File: config.mk
export PLATFORM = sky130hd
export DESIGN_NAME = alpha_union_bounding_box_core
export DESIGN_NICKNAME = d
export VERILOG_FILES = /design/src/design/aubb_pkg.sv /design/src/design/aubb_front.sv /design/src/design/aubb_queue.sv /design/src/design/aubb_back.sv /design/src/design/alpha_union_bounding_box_core.sv
export SDC_FILE = /design/constraint.sdc
export NUM_CORES = 1
export LEC_CHECK = 0
export BUFFER_PORTS_ARGS = -buffer_cell sky130_fd_sc_hd__clkbuf_2
export CORE_MARGIN = 2
export CORE_UTILIZATION = 60
export DETAILED_ROUTE_END_ITERATION = 8
export HOLD_SLACK_MARGIN = 0.15
export MAX_ROUTING_LAYER = met4
export PLACE_DENSITY = 0.88
export SLEW_MARGIN = 30
export SYNTH_ARGS = -nofsm -noshare
export SYNTH_HDL_FRONTEND = slang
export SYNTH_SLANG_ARGS = --single-unit
File: constraint.sdc
create_clock -name clock -period 15 [get_ports clock]
set_clock_uncertainty 0.1 [all_clocks]
set_input_delay 2.25 -clock clock [delete_from_list [all_inputs] [get_ports clock]]
set_output_delay 2.25 -clock clock [all_outputs]
set_load 0.01 [all_outputs]
File: src/design/aubb_pkg.sv
// ----------------------------------------------------------------------------
// aubb_pkg
// Shared widths, types and helpers for the alpha union bounding box core.
// ----------------------------------------------------------------------------
package aubb_pkg;

   localparam int AUBB_MAX_DIM    = 4096;
   localparam int ALPHA_W         = 8;
   localparam int COORD_W         = 12;
   localparam int SIZE_W          = 13;
   localparam int REQ_DATA_W      = 64;
   localparam int RSP_DATA_W      = 48;
   localparam int CSR_ADDR_W      = 2;
   localparam int CSR_DATA_W      = 32;
   localparam int QDEPTH          = 4;
   localparam int QPTR_W          = 2;
   localparam int QCNT_W          = 3;

   localparam logic [CSR_ADDR_W-1:0] ADDR_ALPHA_THRESHOLD = 2'd0;

   // one classified pixel, as it waits between front and back
   typedef struct packed {
      logic               opaque;
      logic [COORD_W-1:0] col;
      logic [COORD_W-1:0] row;
      logic [SIZE_W-1:0]  frame_width;
      logic [SIZE_W-1:0]  frame_height;
      logic               frame_end;
      logic               set_end;
   } pix_entry_type;

   // box snapshot handed to the output stage on a set end
   typedef struct packed {
      logic               found;
      logic [COORD_W-1:0] top;
      logic [COORD_W-1:0] left;
      logic [COORD_W-1:0] right;
      logic [COORD_W-1:0] bottom;
      logic [SIZE_W-1:0]  base_width;
      logic [SIZE_W-1:0]  base_height;
   } box_snap_type;

   function automatic logic [SIZE_W-1:0] sat_size(input logic [SIZE_W-1:0] v,
                                                  input int max_dim);
      logic [16:0] lim;
      lim = 17'(max_dim);
      if ({4'b0, v} > lim) begin
         return lim[SIZE_W-1:0];
      end
      return v;
   endfunction

   // base - edge - 1, floored at zero and capped at max_dim - 1
   function automatic logic [COORD_W-1:0] margin_after(input logic [SIZE_W-1:0] base,
                                                       input logic [COORD_W-1:0] edge_pos,
                                                       input int max_dim);
      logic [SIZE_W-1:0] e1;
      logic [SIZE_W-1:0] m;
      logic [16:0]       lim;
      e1  = {1'b0, edge_pos} + 13'd1;
      m   = base - e1;
      lim = 17'(max_dim - 1);
      if (base <= e1) begin
         return '0;
      end
      if ({4'b0, m} > lim) begin
         return lim[COORD_W-1:0];
      end
      return m[COORD_W-1:0];
   endfunction

endpackage

File: src/design/aubb_front.sv
// ----------------------------------------------------------------------------
// aubb_front
// Register port, request intake and opacity classification.
// ----------------------------------------------------------------------------
module aubb_front
   import aubb_pkg::*;
(
   input  logic                  clock,
   input  logic                  reset,
   input  logic                  csr_psel,
   input  logic                  csr_penable,
   input  logic                  csr_pwrite,
   input  logic [CSR_ADDR_W-1:0] csr_paddr,
   input  logic [CSR_DATA_W-1:0] csr_pwdata,
   output logic [CSR_DATA_W-1:0] csr_prdata,
   output logic                  csr_pready,
   input  logic                  req_tvalid,
   output logic                  req_tready,
   input  logic [REQ_DATA_W-1:0] req_tdata,
   input  logic                  req_tlast,
   input  logic                  req_tuser,
   input  logic                  q_full,
   output logic                  q_push,
   output pix_entry_type         q_entry
);

   logic [ALPHA_W-1:0] threshold_ff;
   logic [ALPHA_W-1:0] threshold_in;
   logic               csr_wr;
   logic [ALPHA_W-1:0] alpha;

   assign csr_pready = 1'b1;
   assign csr_wr     = csr_psel && csr_penable && csr_pwrite && csr_pready;

   always_comb begin
      threshold_in = threshold_ff;
      if (csr_wr && csr_paddr == ADDR_ALPHA_THRESHOLD) begin
         threshold_in = csr_pwdata[ALPHA_W-1:0];
      end
   end

   always_ff @(posedge clock) begin
      if (reset) begin
         threshold_ff <= '0;
      end else begin
         threshold_ff <= threshold_in;
      end
   end

   always_comb begin
      csr_prdata = '0;
      if (csr_paddr == ADDR_ALPHA_THRESHOLD) begin
         csr_prdata = {{(CSR_DATA_W-ALPHA_W){1'b0}}, threshold_ff};
      end
   end

   assign req_tready = !q_full;
   assign q_push     = req_tvalid && req_tready;

   assign alpha                = req_tdata[7:0];
   assign q_entry.opaque       = alpha > threshold_ff;
   assign q_entry.col          = req_tdata[19:8];
   assign q_entry.row          = req_tdata[31:20];
   assign q_entry.frame_width  = req_tdata[44:32];
   assign q_entry.frame_height = req_tdata[57:45];
   assign q_entry.frame_end    = req_tlast;
   assign q_entry.set_end      = req_tuser;

endmodule

File: src/design/aubb_queue.sv
// ----------------------------------------------------------------------------
// aubb_queue
// Small FIFO of classified pixels between front and back.
// ----------------------------------------------------------------------------
module aubb_queue
   import aubb_pkg::*;
(
   input  logic          clock,
   input  logic          reset,
   input  logic          push,
   input  pix_entry_type push_entry,
   output logic          full,
   input  logic          pop,
   output logic          head_valid,
   output pix_entry_type head_entry
);

   pix_entry_type      slot_ff [QDEPTH];
   logic [QPTR_W-1:0]  wr_ptr_ff;
   logic [QPTR_W-1:0]  wr_ptr_in;
   logic [QPTR_W-1:0]  rd_ptr_ff;
   logic [QPTR_W-1:0]  rd_ptr_in;
   logic [QCNT_W-1:0]  count_ff;
   logic [QCNT_W-1:0]  count_in;
   logic               do_push;
   logic               do_pop;

   assign full       = count_ff == QCNT_W'(QDEPTH);
   assign head_valid = count_ff != '0;
   assign head_entry = slot_ff[rd_ptr_ff];
   assign do_push    = push && !full;
   assign do_pop     = pop && head_valid;

   always_comb begin
      wr_ptr_in = do_push ? wr_ptr_ff + 1'b1 : wr_ptr_ff;
      rd_ptr_in = do_pop  ? rd_ptr_ff + 1'b1 : rd_ptr_ff;
      count_in  = count_ff;
      if (do_push && !do_pop) begin
         count_in = count_ff + 1'b1;
      end else if (do_pop && !do_push) begin
         count_in = count_ff - 1'b1;
      end
   end

   always_ff @(posedge clock) begin
      if (reset) begin
         wr_ptr_ff <= '0;
         rd_ptr_ff <= '0;
         count_ff  <= '0;
      end else begin
         wr_ptr_ff <= wr_ptr_in;
         rd_ptr_ff <= rd_ptr_in;
         count_ff  <= count_in;
      end
   end

   always_ff @(posedge clock) begin
      if (do_push) begin
         slot_ff[wr_ptr_ff] <= push_entry;
      end
   end

endmodule

File: src/design/aubb_back.sv
// ----------------------------------------------------------------------------
// aubb_back
// Frame and union box tracking, base size capture and margin output stage.
// ----------------------------------------------------------------------------
module aubb_back
   import aubb_pkg::*;
#(
   parameter int MAX_DIM = AUBB_MAX_DIM
) (
   input  logic                  clock,
   input  logic                  reset,
   input  logic                  q_valid,
   input  pix_entry_type         q_entry,
   output logic                  q_pop,
   output logic                  rsp_tvalid,
   input  logic                  rsp_tready,
   output logic [RSP_DATA_W-1:0] rsp_tdata,
   output logic                  rsp_tuser
);

   logic [COORD_W-1:0] frame_left_ff, frame_top_ff, frame_right_ff, frame_bottom_ff;
   logic [COORD_W-1:0] frame_left_in, frame_top_in, frame_right_in, frame_bottom_in;
   logic               frame_hit_ff, frame_hit_in;
   logic [COORD_W-1:0] union_left_ff, union_top_ff, union_right_ff, union_bottom_ff;
   logic [COORD_W-1:0] union_left_in, union_top_in, union_right_in, union_bottom_in;
   logic               union_hit_ff, union_hit_in;
   logic [SIZE_W-1:0]  base_width_ff, base_width_in;
   logic [SIZE_W-1:0]  base_height_ff, base_height_in;

   logic [COORD_W-1:0] fl, ft, fr, fb, ul, ut, ur, ub;
   logic               fh, uh;
   logic [SIZE_W-1:0]  bw, bh;

   box_snap_type       snap_ff, snap_in;
   logic               snap_valid_ff, snap_valid_in;
   logic               out_valid_ff, out_valid_in;
   logic [RSP_DATA_W-1:0] out_data_ff, out_data_in;
   logic               out_found_ff, out_found_in;
   logic               out_adv, snap_ready;

   assign out_adv    = !out_valid_ff || rsp_tready;
   assign snap_ready = !snap_valid_ff || out_adv;
   assign q_pop      = q_valid && (!q_entry.set_end || snap_ready);

   always_comb begin
      bw = base_width_ff;
      bh = base_height_ff;
      if (base_width_ff == '0 && q_entry.frame_width != '0) begin
         bw = sat_size(q_entry.frame_width, MAX_DIM);
         bh = sat_size(q_entry.frame_height, MAX_DIM);
      end
      fl = frame_left_ff;
      ft = frame_top_ff;
      fr = frame_right_ff;
      fb = frame_bottom_ff;
      fh = frame_hit_ff;
      if (q_entry.opaque) begin
         if (q_entry.col < frame_left_ff) fl = q_entry.col;
         if (q_entry.row < frame_top_ff)  ft = q_entry.row;
         if (!frame_hit_ff || q_entry.col > frame_right_ff)  fr = q_entry.col;
         if (!frame_hit_ff || q_entry.row > frame_bottom_ff) fb = q_entry.row;
         fh = 1'b1;
      end
      ul = union_left_ff;
      ut = union_top_ff;
      ur = union_right_ff;
      ub = union_bottom_ff;
      uh = union_hit_ff;
      if (q_entry.frame_end || q_entry.set_end) begin
         if (fh) begin
            if (fl < union_left_ff) ul = fl;
            if (ft < union_top_ff)  ut = ft;
            if (!union_hit_ff || fr > union_right_ff)  ur = fr;
            if (!union_hit_ff || fb > union_bottom_ff) ub = fb;
            uh = 1'b1;
         end
         fl = '1;
         ft = '1;
         fr = '0;
         fb = '0;
         fh = 1'b0;
      end

      snap_in.found       = uh && bw != '0;
      snap_in.top         = ut;
      snap_in.left        = ul;
      snap_in.right       = ur;
      snap_in.bottom      = ub;
      snap_in.base_width  = bw;
      snap_in.base_height = bh;

      frame_left_in   = fl;
      frame_top_in    = ft;
      frame_right_in  = fr;
      frame_bottom_in = fb;
      frame_hit_in    = fh;
      union_left_in   = ul;
      union_top_in    = ut;
      union_right_in  = ur;
      union_bottom_in = ub;
      union_hit_in    = uh;
      base_width_in   = bw;
      base_height_in  = bh;
      if (q_entry.set_end) begin
         union_left_in   = '1;
         union_top_in    = '1;
         union_right_in  = '0;
         union_bottom_in = '0;
         union_hit_in    = 1'b0;
         base_width_in   = '0;
         base_height_in  = '0;
      end
   end

   always_ff @(posedge clock) begin
      if (reset) begin
         frame_left_ff   <= '1;
         frame_top_ff    <= '1;
         frame_right_ff  <= '0;
         frame_bottom_ff <= '0;
         frame_hit_ff    <= 1'b0;
         union_left_ff   <= '1;
         union_top_ff    <= '1;
         union_right_ff  <= '0;
         union_bottom_ff <= '0;
         union_hit_ff    <= 1'b0;
         base_width_ff   <= '0;
         base_height_ff  <= '0;
      end else if (q_pop) begin
         frame_left_ff   <= frame_left_in;
         frame_top_ff    <= frame_top_in;
         frame_right_ff  <= frame_right_in;
         frame_bottom_ff <= frame_bottom_in;
         frame_hit_ff    <= frame_hit_in;
         union_left_ff   <= union_left_in;
         union_top_ff    <= union_top_in;
         union_right_ff  <= union_right_in;
         union_bottom_ff <= union_bottom_in;
         union_hit_ff    <= union_hit_in;
         base_width_ff   <= base_width_in;
         base_height_ff  <= base_height_in;
      end
   end

   // snapshot stage, then margins are worked out into the output register
   always_comb begin
      snap_valid_in = snap_valid_ff;
      if (q_pop && q_entry.set_end) begin
         snap_valid_in = 1'b1;
      end else if (out_adv) begin
         snap_valid_in = 1'b0;
      end
      out_valid_in = out_valid_ff;
      out_data_in  = out_data_ff;
      out_found_in = out_found_ff;
      if (out_adv) begin
         out_valid_in = snap_valid_ff;
         out_found_in = snap_ff.found;
         out_data_in  = '0;
         if (snap_ff.found) begin
            out_data_in = {margin_after(snap_ff.base_height, snap_ff.bottom, MAX_DIM),
                           margin_after(snap_ff.base_width, snap_ff.right, MAX_DIM),
                           snap_ff.left,
                           snap_ff.top};
         end
      end
   end

   always_ff @(posedge clock) begin
      if (reset) begin
         snap_valid_ff <= 1'b0;
         out_valid_ff  <= 1'b0;
      end else begin
         snap_valid_ff <= snap_valid_in;
         out_valid_ff  <= out_valid_in;
      end
   end

   always_ff @(posedge clock) begin
      if (q_pop && q_entry.set_end) begin
         snap_ff <= snap_in;
      end
      out_data_ff  <= out_data_in;
      out_found_ff <= out_found_in;
   end

   assign rsp_tvalid = out_valid_ff;
   assign rsp_tdata  = out_data_ff;
   assign rsp_tuser  = out_found_ff;

endmodule

File: src/design/alpha_union_bounding_box_core.sv
// A set-end request passes through the queue, the snapshot register and the output register before its result shows.
// Throughput: one request per cycle unless the queue is full; the box registers in the back end update on each pop.
// A four-entry queue decouples intake from the back end; results leave via an output register.
// Reset (synchronous, active high) clears the threshold, boxes, base size, queue and
// all valid flags; no clearing pass, the block accepts requests in the cycle after reset.
// ----------------------------------------------------------------------------
// alpha_union_bounding_box_core
// Auto-crop margins over a set of frames from their alpha bytes.
// ----------------------------------------------------------------------------
module alpha_union_bounding_box_core
   import aubb_pkg::*;
#(
   parameter int MAX_DIM = AUBB_MAX_DIM
) (
   input  logic                  clock,
   input  logic                  reset,
   input  logic                  csr_psel,
   input  logic                  csr_penable,
   input  logic                  csr_pwrite,
   input  logic [CSR_ADDR_W-1:0] csr_paddr,
   input  logic [CSR_DATA_W-1:0] csr_pwdata,
   output logic [CSR_DATA_W-1:0] csr_prdata,
   output logic                  csr_pready,
   input  logic                  req_tvalid,
   output logic                  req_tready,
   // [7:0] alpha, [19:8] col, [31:20] row, [44:32] frame_width,
   // [57:45] frame_height, [63:58] zero
   input  logic [REQ_DATA_W-1:0] req_tdata,
   input  logic                  req_tlast,   // frame_end
   input  logic                  req_tuser,   // [0] set_end
   output logic                  rsp_tvalid,
   input  logic                  rsp_tready,
   // [11:0] margin_top, [23:12] margin_left, [35:24] margin_right,
   // [47:36] margin_bottom
   output logic [RSP_DATA_W-1:0] rsp_tdata,
   output logic                  rsp_tuser    // [0] found
);

   logic          q_full;
   logic          q_push;
   pix_entry_type q_push_entry;
   logic          q_pop;
   logic          q_valid;
   pix_entry_type q_head;

   aubb_front u_front (
      .clock       (clock),
      .reset       (reset),
      .csr_psel    (csr_psel),
      .csr_penable (csr_penable),
      .csr_pwrite  (csr_pwrite),
      .csr_paddr   (csr_paddr),
      .csr_pwdata  (csr_pwdata),
      .csr_prdata  (csr_prdata),
      .csr_pready  (csr_pready),
      .req_tvalid  (req_tvalid),
      .req_tready  (req_tready),
      .req_tdata   (req_tdata),
      .req_tlast   (req_tlast),
      .req_tuser   (req_tuser),
      .q_full      (q_full),
      .q_push      (q_push),
      .q_entry     (q_push_entry)
   );

   aubb_queue u_queue (
      .clock      (clock),
      .reset      (reset),
      .push       (q_push),
      .push_entry (q_push_entry),
      .full       (q_full),
      .pop        (q_pop),
      .head_valid (q_valid),
      .head_entry (q_head)
   );

   aubb_back #(
      .MAX_DIM (MAX_DIM)
   ) u_back (
      .clock      (clock),
      .reset      (reset),
      .q_valid    (q_valid),
      .q_entry    (q_head),
      .q_pop      (q_pop),
      .rsp_tvalid (rsp_tvalid),
      .rsp_tready (rsp_tready),
      .rsp_tdata  (rsp_tdata),
      .rsp_tuser  (rsp_tuser)
   );

endmodule

==> out/metrics.yaml, run 1 <==
worst-setup-path-type: "flip-flop to flip-flop"
totalWireLength_mm: 49.2
total_leakage_power_nw: 10.1
port_buffers: 135
globalRoute.totalOverflow: 0
synthFlopType: "sky130_fd_sc_hd__edfxtp_1"
wire_per_inst_microns: 20.0
pwr-share-comb_pct: 45.5
clock_path_buffers: 3
power_frac_clock_pct: 20.8
rsz0062_at_grt: "no"
die_height_microns: 198
yosys_warnings: 0
drv_cap: 0
worst_hold_path_type: "flip-flop to flip-flop"
finalCriticalPeriod_ns: 6.67
clock-sinks: 479
irDropWorstVdd_mv: 0.130
worst_ep_arrival_time_ns: 6.91
postRouteAntennaNets: 0
synth.avg_cell_area_sq_um: 12.7
sequentialPowerShare_pct: 33.7
power.switching_fraction_pct: 38.7
cts_htree_levels: 2
starting_density_of_the_core_pct: 60.5
netlist-cell-type-count: 76
multiInputGateArea_sq_um: 8720
synth_area_leader_cell: "sky130_fd_sc_hd__edfxtp_1"
cts.repair.resized: 0
numCtsBuffers: 47
grt_max_degree: 77
setup.worst_path.end_class: "flip-flop"
setup_viol: 0
grt.total_usage_pct: 26.1
hold-worst-slack_ns: 0.390
synth_most_common_cell: "sky130_fd_sc_hd__edfxtp_1"
drive_above_1_share_pct: 17.5
power_per_cell_area_nw_per_um2: 233
timing.fmax_mhz: 150
vias_per_cell: 6.08
finalNetCount: 2150
clk_transition_reported_paths_ns: 0.07
syn-cell-area_sq_um: 22600
instance_count_of_the_mapped_netlist: 1777
synth_area_leaders: "sky130_fd_sc_hd__edfxtp_1, sky130_fd_sc_hd__dfxtp_1, sky130_fd_sc_hd__ha_1"
totalNegativeSetupSlack_ns: 0
first_iter_violations: 1151
top_level_ports: 191
count_of_flip_flops_with_a_built_in_enable_after_synthesis: 336
post-dp-hpwl_mm: 32.6
synth_common_cells: "sky130_fd_sc_hd__edfxtp_1, sky130_fd_sc_hd__inv_1, sky130_fd_sc_hd__dfxtp_1"
tightestPinTransition_ns: 0.918
clock-root-buffer: "sky130_fd_sc_hd__clkbuf_16"
fillers: 2543
timing_max_transition_violations_final: 0
startpoint_type: "flip-flop"
core_area_sq_um: 37400
rows: 71
total_switching_power_mw: 2.29
slew_headroom_pct: 38.4
netlist.area_leader.share_pct: 44.6
first_global_vias: 14700
run_status: "completed"
yosysSeqAreaShare_pct: 57.2
total_drc_errors_in_the_routed_layout: 0
post-cts-setup-buffers: 0
finalCritPeriodShare_pct: 44.5
tritoncts: "built"
detailedPlace.worstSlack_ns: 8.38
crit_path_max_fanout: 34
worstPathRequired_ns: 15.23
grt_first_pass_wirelength_mm: 77.6
layout-area-overhead-vs-synth_pct: 11.9
ys_seq_elements: 479
drt_pre_antenna_iters: 5
final_hold_fails: 0
die_area_sq_um: 39300
cts_hold_repair.buffers: 0
die_width_microns: 198
antenna_found_initial: 2
place.gp.congestion: 0.894
intPower_mw: 3.63
route.vias.total: 14900
insertion_delay_ns: 0.60
area.sequential_sq_um: 13000
share_of_async_settable_or_async_resettable_flops_after_synthesis_pct: 0
postLayoutSetupSlackWorst_ns: 8.33
power.total_mw: 5.91
==> layout make-up <==
class,count,share of cell area (%)
clock inverters,21,1.18
multi-input cells,1078,34.4
well taps,511,2.52
repair buffers,153,3.22
inverters,148,2.20
flip-flops and latches,479,51.2
clock buffers,67,5.26
diodes,2,0.0198
==> worst max-delay path, cell delays in order (launching register included) <==
cell and delay, ns:
sky130_fd_sc_hd__dfxtp_4 0.61, sky130_fd_sc_hd__buf_4 0.63, sky130_fd_sc_hd__mux4_2 0.71, sky130_fd_sc_hd__ha_1 0.36, sky130_fd_sc_hd__a21oi_1 0.16, sky130_fd_sc_hd__o21ai_0 0.12, sky130_fd_sc_hd__a22oi_2 0.59, sky130_fd_sc_hd__and2_4 0.36
sky130_fd_sc_hd__o21ai_0 0.22, sky130_fd_sc_hd__ha_1 0.40, sky130_fd_sc_hd__a21oi_1 0.18, sky130_fd_sc_hd__o211ai_1 0.11, sky130_fd_sc_hd__a221oi_1 0.66, sky130_fd_sc_hd__nand3b_1 0.19, sky130_fd_sc_hd__o211ai_2 0.22, sky130_fd_sc_hd__nand2_1 0.33
sky130_fd_sc_hd__mux2_2 0.43
==> per-layer routing <==
metal  global-route usage (%)  part of all wire, %  vias up
li1                         -                    -     6887
met1                     33.9                   42     7376
met2                     41.5                   48      580
met3                     4.56                  6.9       99
met4                     9.38                  2.8        0
met5                        -                    0        -
==> path summary, 6_finish.rpt <==
path         cells past startpoint                      from  slack [ns]                       end
min                              1  u_back.base_height_ff[9]        0.39  u_back.base_height_ff[9]
max                             16                 flip-flop        8.33        u_back.snap_ff[53]
min reg2reg                      1  u_back.base_height_ff[9]        0.39  u_back.base_height_ff[9]
max reg2reg                     16                 flip-flop        8.33        u_back.snap_ff[53]
==> power by group through the flow <==
stage	combinational [mW]	sequential (mW)	clock (mW)
floorplan	1.99	1.98	0
global placement	2.48	2.00	0
detailed placement	2.60	2.02	0
CTS	2.64	2.00	1.25
global route	2.96	2.02	1.29
finish	2.69	1.99	1.23
==> sequential cells by signal (all words and copies together) (netlist names), named ones only <==
signal and cells:
u_back.frame_top_ff 12, u_back.frame_hit_ff 1, u_queue.count_ff 3, u_back.rsp_tvalid 1, u_back.union_bottom_ff 12, u_queue.rd_ptr_ff 2
u_back.frame_left_ff 12, u_back.union_right_ff 12, u_back.base_width_ff 13, u_queue.wr_ptr_ff 2, u_back.snap_valid_ff 1, u_back.rsp_tuser 1
u_back.base_height_ff 13, u_back.snap_ff 75, u_back.union_top_ff 12, u_back.union_left_ff 12, u_back.frame_bottom_ff 12, u_back.union_hit_ff 1
u_queue.slot_ff 212, u_back.frame_right_ff 12, u_back.rsp_tdata 48, u_front.threshold_ff 8
==> cell families (layout without fill, tap and decap cells) <==
family                   Yosys count  count (layout)  synth area share, %
flip-flops                       479             479                 57.2
AND/OR/NAND/NOR                  370             370                 8.21
multiplexers                     141             141                 9.53
AO/OA/AOI/OAI                    364             364                 11.0
XOR/XNOR                          42              42                 1.62
buffers and inverters            243             389                 4.82
other                              2              27               0.0332
adder cells (fa/ha/maj)          136             136                 7.62
==> cell usage in the layout (no fill, tap or decap), drive strengths merged, types with 37 or more instances in the layout <==
cell    count
edfxtp    336
clkbuf    201
inv       149
dfxtp     143
ha        133
nor2      107
a21oi      93
nand2      58
mux2i      52
mux4       52
o21ai      47
nand3      38
o22ai      38
nor3       37
mux2       37
==> metrics by stage <==
step           std cells  utilization, %  cell area, sq um
5_1_grt             2459            67.7             25300
3_5_place_dp        2368            63.3             23700
3_3_place_gp        2367            63.2             23600
6_report            2459            67.7             25300
2_1_floorplan       1800               -             22700
4_1_cts             2456            67.6             25300
No activity file was read; power rests on OpenSTA's default activity.
==> inputs of run 2 (changes only) <==
--- a/config.mk
+++ b/config.mk
@@ -7,11 +7,11 @@
 export LEC_CHECK = 0
 export BUFFER_PORTS_ARGS = -buffer_cell sky130_fd_sc_hd__clkbuf_2
 export CORE_MARGIN = 2
-export CORE_UTILIZATION = 60
+export CORE_UTILIZATION = 54
 export DETAILED_ROUTE_END_ITERATION = 8
 export HOLD_SLACK_MARGIN = 0.15
 export MAX_ROUTING_LAYER = met4
-export PLACE_DENSITY = 0.88
+export PLACE_DENSITY = 0.84
 export SLEW_MARGIN = 30
 export SYNTH_ARGS = -nofsm -noshare
 export SYNTH_HDL_FRONTEND = slang
==> constraint.sdc (replaced) <==
create_clock -name clock -period 5.82 [get_ports clock]
set_clock_uncertainty 0.1 [all_clocks]
set_input_delay 0.873 -clock clock [delete_from_list [all_inputs] [get_ports clock]]
set_output_delay 0.873 -clock clock [all_outputs]
set_load 0.01 [all_outputs]
==> out/metrics.yaml, run 2 (synthesis results as in run 1) <==
r2r_cell_count: 19
die_height_microns: 209
die_width_microns: 209
vias_per_cell: 5.84
hold_path.startpoint: "u_back.base_height_ff[10]"
antenna_found_initial: 3
insertion_delay_ns: 0.58
final_hold_fails: 0
register_bank_with_the_most_flops: "u_queue.slot_ff"
intPower_mw: 9.40
clock-root-buffer: "sky130_fd_sc_hd__clkbuf_16"
area.sequential_sq_um: 13000
worst-setup-path-type: "flip-flop to flip-flop"
core_area_sq_um: 41700
most-common-layout-cells: "sky130_fd_sc_hd__edfxtp_1, sky130_fd_sc_hd__inv_1, sky130_fd_sc_hd__dfxtp_1"
drive_above_1_share_pct: 18.5
top_level_ports: 191
timing_max_transition_violations_final: 0
power.total_mw: 15.2
detailed_place.area_sq_um: 23800
power_frac_clock_pct: 20.8
finalNetCount: 2170
placedCellCount: 2408
max_stage_delay_ns: 0.62
setup.worst_path.end_class: "flip-flop"
finalCriticalPeriod_ns: 5.56
tightestPinTransition_ns: 0.905
power_per_cell_area_nw_per_um2: 597
first_global_vias: 14600
timing.hold.worst_endpoint: "u_back.base_height_ff[10]"
totalWireLength_mm: 47.3
drv_cap: 0
final_util_pct: 61.3
numCtsBuffers: 49
rows: 75
port_buffers: 135
min_delay_path_depth: 1
postLayoutSetupSlackWorst_ns: 0.255
clock_path_buffers: 3
multiInputGateArea_sq_um: 8720
sequentialPowerShare_pct: 33.5
worst_ep_arrival_time_ns: 5.75
rsz0062_at_grt: "no"
grt_max_degree: 76
globalRoute.totalOverflow: 0
pwr-share-comb_pct: 45.7
total_leakage_power_nw: 10.2
worst_case_register_to_register_setup_slack_ns: 0.26
power.switching_fraction_pct: 38.3
finish.cell_count_without_fillers: 2509
detailedPlace.worstSlack_ns: 0.291
grt_first_pass_wirelength_mm: 75.6
worst_hold_path_type: "flip-flop to flip-flop"
hold-worst-slack_ns: 0.381
largest_register_ffs: 212
first_iter_violations: 1380
die_area_sq_um: 43600
postRouteAntennaNets: 0
setup_viol: 0
wire_per_inst_microns: 18.9
run_status: "completed"
starting_density_of_the_core_pct: 54.3
finalCritPeriodShare_pct: 95.6
total_switching_power_mw: 5.84
finish.instance_area_sq_um: 25500
clk_transition_reported_paths_ns: 0.07
cts_htree_levels: 2
clock-sinks: 479
route.vias.total: 14600
post-dp-hpwl_mm: 32.3
worstPathRequired_ns: 6.00
drt_pre_antenna_iters: 7
total_drc_errors_in_the_routed_layout: 0
place.gp.congestion: 0.889
layout-area-overhead-vs-synth_pct: 12.8
critical_path_slowest_stage_cell: "sky130_fd_sc_hd__mux4_2"
totalNegativeSetupSlack_ns: 0
tritoncts: "built"
timing.fmax_mhz: 180
startpoint_type: "flip-flop"
ordered_list_of_cells_on_the_worst_path: "mux4_2, ha_1, a21oi_1, o21ai_0, a2111oi_1, a21oi_1, o21ai_1, buf_4, mux2i_1, inv_1, ha_1, nor2b_1, o21a_1, o21ai_0, a21oi_1, o21ai_0, a21oi_1, buf_4, mux2i_1"
grt.total_usage_pct: 22.2
irDropWorstVdd_mv: 0.289
critical-path-top-cell-by-count: "sky130_fd_sc_hd__a21oi_1"
r2r_end: "u_back.snap_ff[34]"
fillers: 3093
layout.cells.most_common: "sky130_fd_sc_hd__edfxtp_1"
crit_path_max_fanout: 14
slew_headroom_pct: 39.7
==> run 2: cell types whose count changed in the layout (fill, tap and decap cells not counted), moves of 2 or more <==
cell and change:
sky130_fd_sc_hd__bufinv_16 -3, sky130_fd_sc_hd__clkbuf_16 +5, sky130_fd_sc_hd__buf_4 +19, sky130_fd_sc_hd__clkbuf_1 -2, sky130_fd_sc_hd__clkinv_4 +3
==> run 2: cell type report <==
cell class | count | area share (%)
Antenna cell | 3 | 0.0294
Clock buffer | 69 | 5.62
Clock inverter | 22 | 0.931
Inverter | 148 | 2.19
Multi-Input combinational cell | 1078 | 34.1
Sequential cell | 479 | 50.7
Tap cell | 539 | 2.64
Timing Repair Buffer | 171 | 3.71
==> run 2: worst max-delay path, delay by kind of cell (launching register included) <==
kind            cells  cell delay, ns
fa+ha+maj           2            0.64
compound gates     10            2.24
flops               1            0.43
buf+inv             3            0.58
simple gates        1            0.14
mux                 3            1.14
==> run 2: metal layers <==
metal	routed length (microns)	track usage [%]	part of all wire [%]
met5	0	-	0
met4	1070	6.08	2.3
met3	2920	3.61	6.2
met2	22200	35.2	47
met1	21100	29.9	45
==> run 2: worst max path at each step <==
stage / endpoint / slack [ns] / cells after the start
finish: u_back.snap_ff[34] / 0.26 / 19
global placement: u_back.union_bottom_ff[5] / 0.24 / 18
floorplan: u_back.snap_ff[27] / 0.24 / 23
CTS: u_back.union_bottom_ff[9] / 0.12 / 19
detailed placement: u_back.union_bottom_ff[5] / 0.29 / 19
global route: u_back.union_bottom_ff[9] / 0.04 / 19
==> run 2: what timing repair did <==
action / 4_1_cts / 5_1_grt
resized for setup: 0 / 4
setup buffers: 0 / 7
hold buffers: 0 / 0
setup endpoints to repair: 0 / 60
==> run 2: power groups by stage <==
stage	Clock [mW]	Combinational, mW	Sequential (mW)
after global placement	0	6.51	5.16
after CTS	3.23	6.85	5.13
final	3.18	6.96	5.10
after global routing	3.36	7.68	5.19
after detailed placement	0	6.76	5.19
after floorplan	0	5.13	5.10
